**src/rtl/gak_pkg.sv**
```systemverilog
`timescale 1ns / 1ps
`default_nettype none

package gak_pkg;

   // Number of axes with their own filter state.
   localparam int NUM_AXES = 3;
   localparam int AXIS_IDX_W = (NUM_AXES > 1) ? $clog2(NUM_AXES) : 1;

   // Configuration port geometry and register reset values.
   localparam int CSR_ADDR_W = 4;
   localparam int CSR_DATA_W = 32;
   localparam int CFG_W = 31;
   localparam logic [CFG_W-1:0] TIME_STEP_RESET = 31'd328;
   localparam logic [CFG_W-1:0] ANGLE_NOISE_RESET = 31'd66;
   localparam logic [CFG_W-1:0] BIAS_NOISE_RESET = 31'd197;
   localparam logic [CFG_W-1:0] MEAS_NOISE_RESET = 31'd32768;

   // One in Q16.16.
   localparam logic signed [31:0] Q_ONE = 32'sd65536;

   // Divider geometry: the dividend is |p| * 65536 plus half the divisor.
   localparam int DIV_W = 48;
   localparam int DIV_CNT_W = $clog2(DIV_W + 1);

   typedef enum logic [1:0] {
      CSR_TIME_STEP   = 2'd0,
      CSR_ANGLE_NOISE = 2'd1,
      CSR_BIAS_NOISE  = 2'd2,
      CSR_MEAS_NOISE  = 2'd3
   } csr_idx_type;

   typedef struct packed {
      logic [1:0]         axis;
      logic signed [31:0] measured_angle;
      logic signed [31:0] gyro_rate;
   } req_type;

   typedef struct packed {
      logic [1:0]         axis_out;
      logic signed [31:0] angle_estimate;
      logic signed [31:0] corrected_rate;
   } rsp_type;

   // Sequencer steps: predict, two divisions, correct, write back.
   typedef enum logic [4:0] {
      ST_IDLE,
      ST_P0, ST_P1, ST_P2, ST_P3, ST_P4, ST_P5, ST_P6, ST_P7, ST_P8,
      ST_K0_GO, ST_K0_WAIT, ST_K1_GO, ST_K1_WAIT,
      ST_C0, ST_C1, ST_C2, ST_C3, ST_C4, ST_C5, ST_C6, ST_C7, ST_C8,
      ST_WB
   } state_type;

   // Destination of the shared adder result.
   typedef enum logic [3:0] {
      D_NONE, D_RATE, D_TMP, D_P00, D_P01, D_P10, D_P11,
      D_ANG, D_BIAS, D_ERR, D_E
   } dst_type;

   // Saturate a 34-bit sum to the signed 32-bit range.
   function automatic logic signed [31:0] sat34(input logic signed [33:0] v);
      logic signed [31:0] r;
      if (!v[33] && (v[32] || v[31])) r = 32'sh7FFFFFFF;
      else if (v[33] && !(v[32] && v[31])) r = 32'sh80000000;
      else r = v[31:0];
      return r;
   endfunction

   // Saturate a 48-bit value to the signed 32-bit range.
   function automatic logic signed [31:0] sat48(input logic signed [47:0] v);
      logic signed [31:0] r;
      if (!v[47] && (|v[46:31])) r = 32'sh7FFFFFFF;
      else if (v[47] && !(&v[46:31])) r = 32'sh80000000;
      else r = v[31:0];
      return r;
   endfunction

endpackage

`default_nettype wire

```
**src/rtl/gak_divider.sv**
```systemverilog
`timescale 1ns / 1ps
`default_nettype none

module gak_divider
   import gak_pkg::*;
(
   input  wire logic               clock,
   input  wire logic               reset,
   input  wire logic               start,
   input  wire logic signed [31:0] numer,
   input  wire logic [31:0]        denom,
   output logic                    done,
   output logic signed [31:0]      quot
);

   logic                 busy_ff, busy_in;
   logic                 done_ff, done_in;
   logic [DIV_CNT_W-1:0] count_ff, count_in;
   logic [DIV_W-1:0]     dvd_ff, dvd_in;
   logic [32:0]          rem_ff, rem_in;
   logic [31:0]          den_ff, den_in;
   logic                 neg_ff, neg_in;

   logic [31:0]      mag32;
   logic [DIV_W-1:0] dividend;
   logic [32:0]      rem_sh;
   logic             qbit;

   // Magnitude of the scaled numerator plus half the divisor for rounding.
   always_comb begin
      mag32 = numer[31] ? 32'(-33'(numer)) : 32'(numer);
      dividend = {mag32, 16'h0000} + DIV_W'(denom >> 1);
   end

   // One restoring step per cycle; quotient bits shift into the dividend.
   always_comb begin
      busy_in = busy_ff;
      done_in = 1'b0;
      count_in = count_ff;
      dvd_in = dvd_ff;
      rem_in = rem_ff;
      den_in = den_ff;
      neg_in = neg_ff;
      rem_sh = {rem_ff[31:0], dvd_ff[DIV_W-1]};
      qbit = (rem_sh >= {1'b0, den_ff});
      if (start) begin
         busy_in = 1'b1;
         count_in = DIV_CNT_W'(DIV_W);
         dvd_in = dividend;
         rem_in = '0;
         den_in = denom;
         neg_in = numer[31];
      end else if (busy_ff) begin
         dvd_in = {dvd_ff[DIV_W-2:0], qbit};
         rem_in = qbit ? (rem_sh - {1'b0, den_ff}) : rem_sh;
         count_in = count_ff - 1'b1;
         if (count_ff == DIV_CNT_W'(1)) begin
            busy_in = 1'b0;
            done_in = 1'b1;
         end
      end
   end

   always_ff @(posedge clock) begin
      if (reset) begin
         busy_ff <= 1'b0;
         done_ff <= 1'b0;
         count_ff <= '0;
      end else begin
         busy_ff <= busy_in;
         done_ff <= done_in;
         count_ff <= count_in;
      end
      dvd_ff <= dvd_in;
      rem_ff <= rem_in;
      den_ff <= den_in;
      neg_ff <= neg_in;
   end

   // Apply the sign and saturate to the Q16.16 range.
   always_comb begin
      if (neg_ff) begin
         if (dvd_ff > DIV_W'(48'h80000000)) quot = 32'sh80000000;
         else quot = 32'(-$signed({1'b0, dvd_ff}));
      end else begin
         if (dvd_ff > DIV_W'(48'h7FFFFFFF)) quot = 32'sh7FFFFFFF;
         else quot = 32'(dvd_ff);
      end
   end

   assign done = done_ff;

endmodule

`default_nettype wire

```
**config.mk**
```make
export PLATFORM = sky130hd
export DESIGN_NAME = gak_divider
export DESIGN_NICKNAME = d
export VERILOG_FILES = /design/src/rtl/gak_pkg.sv /design/src/rtl/gak_divider.sv
export SDC_FILE = /design/constraint.sdc
export NUM_CORES = 1
export LEC_CHECK = 0
export ABC_CLOCK_PERIOD_IN_PS = 9660
export CORE_UTILIZATION = 55
export CTS_CLUSTER_SIZE = 24
export DETAILED_ROUTE_END_ITERATION = 10
export DONT_BUFFER_PORTS = 1
export GPL_TIMING_DRIVEN = 0
export PLACE_DENSITY = 0.7
export SLEW_MARGIN = 20
export SYNTH_ARGS = -nofsm -noshare
export SYNTH_HDL_FRONTEND = slang
export SYNTH_SLANG_ARGS = --single-unit
```
**constraint.sdc**
```tcl
create_clock -name clock -period 9.66 [get_ports clock]
set_clock_uncertainty 0.15 [all_clocks]
set_input_delay 1.932 -clock clock [delete_from_list [all_inputs] [get_ports clock]]
set_output_delay 1.932 -clock clock [all_outputs]
set_load 0.01 [all_outputs]
```
==> run summary <==
The number of nets handed over by synthesis was 1,267. The cell row count came out at 47. The worst setup path startpoint is dvd_ff[10]$_DFFE_PP_. The largest area contributor in the synthesized netlist is sky130_fd_sc_hd__edfxtp_1. The static leakage is 4.00 nW. The clock latency at the later pin of the worst-skew pair is 430 ps. The run finished with clean final reports. In the routed design, unresolved DRC markers number 0.

The top flip-flop cell by instance count after synthesis is sky130_fd_sc_hd__edfxtp_1. The netlist area before placement is 9590 µm². Relative to the synthesized area, the layout overhead comes to 9.60%. The number of instances in the synthesized netlist came out at 1,145. The die width came out at 134 µm. The element type at the critical path start is a register.

The element type at the critical path end is an output pin. The via-per-instance ratio came out at 6.34. The path category of the worst min-delay check is register to register. The total setup buffers inserted after CTS came out at 0. The buffer levels on the longest clock path came out at 2. The worst path needs 6900 ps of the cycle, external delays included. The average cell area after synthesis came out at 8.37 µm². The number of buffers created by CTS came out at 17. The critical path in this run is classified as register to output pin. The total number of nets in the final design came out at 1,286. The actual slew at the worst max-slew pin is 1050 ps.

The tree is rooted in a sky130_fd_sc_hd__clkbuf_16. The largest net degree at the start of global routing is 49. The total global routing overflow is 0. For this design, the CTS-stage hold fixing added 0 buffers.

The number of synthesized register bits came out at 121. The die area came out at 18,000 µm². The setup TNS came out at 0 ps. The core area came out at 16,800 µm².

The cell area power density came out at 177 nW/µm². The detail route stage leaves a number of antenna-violating nets equal to 0. Setup repair after global routing left no endpoint under its margin. The number of optimization iterations in the first detailed-route pass came out at 7. The peak supply drop is 0.000222 V. The clock sink count is 121. Setup violations remaining at the end of the flow were counted as 0. The global routing met2 resource utilization came out at 51.1%. Yosys mapped a number of flops with a built-in enable equal to 81. The share of the synthesized area in the top cell type came out at 25.4%. The routed wire length is 26,900 µm. The placer congestion estimate came out at 0.963. The register clock-pin slew on the reported worst setup and hold paths is 60 ps. The half-perimeter wire length after placement came out at 20,200 µm. The number of pins exceeding their max-slew limit in the final report came to 0. The beginning of the worst hold path is rem_ff[31]$_SDFFE_PP0P_. The initial core utilization is 57.0%. By area the synthesized netlist is led by sky130_fd_sc_hd__edfxtp_1, sky130_fd_sc_hd__dfxtp_1, sky130_fd_sc_hd__ha_1. The total power of the final layout came out at 1.86 mW. During placement, the flow inserted port buffers numbering 0. The first global-routing pass estimated 42,000 µm of wire. The die outline height came out at 134 µm.

The sequential-to-total area share from yosys stat is 33.7%. The count of synthesis-stage warnings from yosys is 0. The hold path depth came out at 2. The global-route track usage on met1 is 37.5%. The worst pin sits at a relative slew slack of 29.6%. Hold is met by 349 ps. The maximum fanout encountered on the critical timing path is 10.

The worst reg-to-reg path cell count is 13. The number of max-cap violations is 0. The final number of hold-violating endpoints is 0. Yosys mapped the design onto 68 distinct sky130hd cell types. Timing would allow up to 145 MHz. The fraction of layout instances using a drive strength above 1 is 7.48%. 0 antenna diodes ended up in the layout. The via count came out at 8,852. The count of pins on the block boundary is 100. In this run the critical register-to-register path is launched from den_ff[16]$_DFFE_PP_.

The initial antenna violation count is 0. By count the netlist is led by sky130_fd_sc_hd__nand2_1, sky130_fd_sc_hd__nor2_1, sky130_fd_sc_hd__edfxtp_1, sky130_fd_sc_hd__a21oi_1, sky130_fd_sc_hd__inv_1. The violation count after the first detailed-route iteration came out at 721. The post-route fraction of the period consumed by the critical path came out at 71.5%. The global routing stage identified its most utilized layer as met2. TritonCTS built the clock tree. The required time at the endpoint of the critical path is 7580 ps. The post-detailed-route wirelength per cell came out at 19.2 µm. For this run, global-route usage on met3 was measured as 5.52%. The total global-route track usage is 30.0%. The via count of the first global-routing pass was 8,144. The share of flip-flops with an asynchronous set or reset after synthesis came out at 0%.

The count of cells resized by post-cts repair is 0. The critical path arrival came out at 4820 ps. In the post-synthesis netlist, the cell with the most instances is sky130_fd_sc_hd__nand2_1. The clock tree synthesis step divided the H-tree into 4 levels.
[cell usage in the layout (no fill, tap or decap), drive strengths merged, types with 13 or more instances in the layout]
cell type | Yosys | layout
a21o | 28 | 28
a21oi | 76 | 76
a311oi | 28 | 28
a31oi | 13 | 13
clkbuf | 54 | 72
dfxtp | 40 | 40
edfxtp | 81 | 81
ha | 53 | 53
inv | 70 | 77
mux2 | 32 | 32
nand2 | 142 | 142
nand3 | 30 | 30
nor2 | 110 | 110
nor3 | 24 | 24
nor4 | 21 | 21
o21ai | 66 | 66
o311ai | 16 | 16
or3 | 15 | 15
xnor2 | 57 | 57
xor2 | 21 | 21
[metrics by stage]
step                      area [µm²]  util [%]  setup slack (ps)  instances
after global routing           10500      62.5              2380       1397
after floorplan                 9590         -              3770       1145
after detailed placement        9860      58.6              2650       1365
final                          10500      62.5              2760       1397
after CTS                      10500      62.5              2900       1397
after global placement          9860      58.6              2660       1365
[flip-flops by register name, indices dropped and copies added (netlist names)]
register	count
dvd_ff	48
den_ff	32
rem_ff	32
neg_ff	1
count_ff	6
busy_ff	1
done	1
[layout make-up]
class,instances,area (µm²)
clock inverters,14,204
clock buffers,18,439
plain buffers,58,219
well taps,220,275
flip-flops and latches,121,3230
multi-input cells,896,5880
inverters,70,263
fillers,1491,6310
[cell families after synthesis]
| family | after synthesis | share of synthesized area [%] |
|---|---|---|
| and+or+nand+nor | 409 | 20.1 |
| AOI/OAI and AO/OA | 319 | 22.6 |
| buffers and inverters | 128 | 5.02 |
| DFF | 121 | 33.7 |
| xor gates and xnor gates | 78 | 7.13 |
| adders and majority gates | 55 | 7.33 |
| muxes | 35 | 4.11 |
[power breakdown]
part | switching [mW] | internal (mW)
clock | 0.254 | 0.445
combinational | 0.297 | 0.188
sequential | 0.0513 | 0.624
[critical path, cell delays in order, from the launching register on]
cell	delay (ps)
sky130_fd_sc_hd__edfxtp_1	480
sky130_fd_sc_hd__or4_1	660
sky130_fd_sc_hd__nor4_1	390
sky130_fd_sc_hd__nand2b_1	220
sky130_fd_sc_hd__nor4_1	520
sky130_fd_sc_hd__nand3_1	180
sky130_fd_sc_hd__a21oi_1	560
sky130_fd_sc_hd__nand2_1	320
sky130_fd_sc_hd__clkbuf_1	320
sky130_fd_sc_hd__o311ai_0	750
[worst paths after layout]
path	endpoint	slack (ps)
max	quot[18]	2760
min	rem_ff[31]$_SDFFE_PP0P_	350
max reg2reg	rem_ff[24]$_SDFFE_PP0P_	5410
min reg2reg	rem_ff[31]$_SDFFE_PP0P_	350
[routing by layer]
layer	vias up	routed length, µm
met5	-	0
met4	0	860
met3	58	1490
met2	315	13000
met1	4195	11500
li1	4284	-
(Power assumes the default switching activity.)
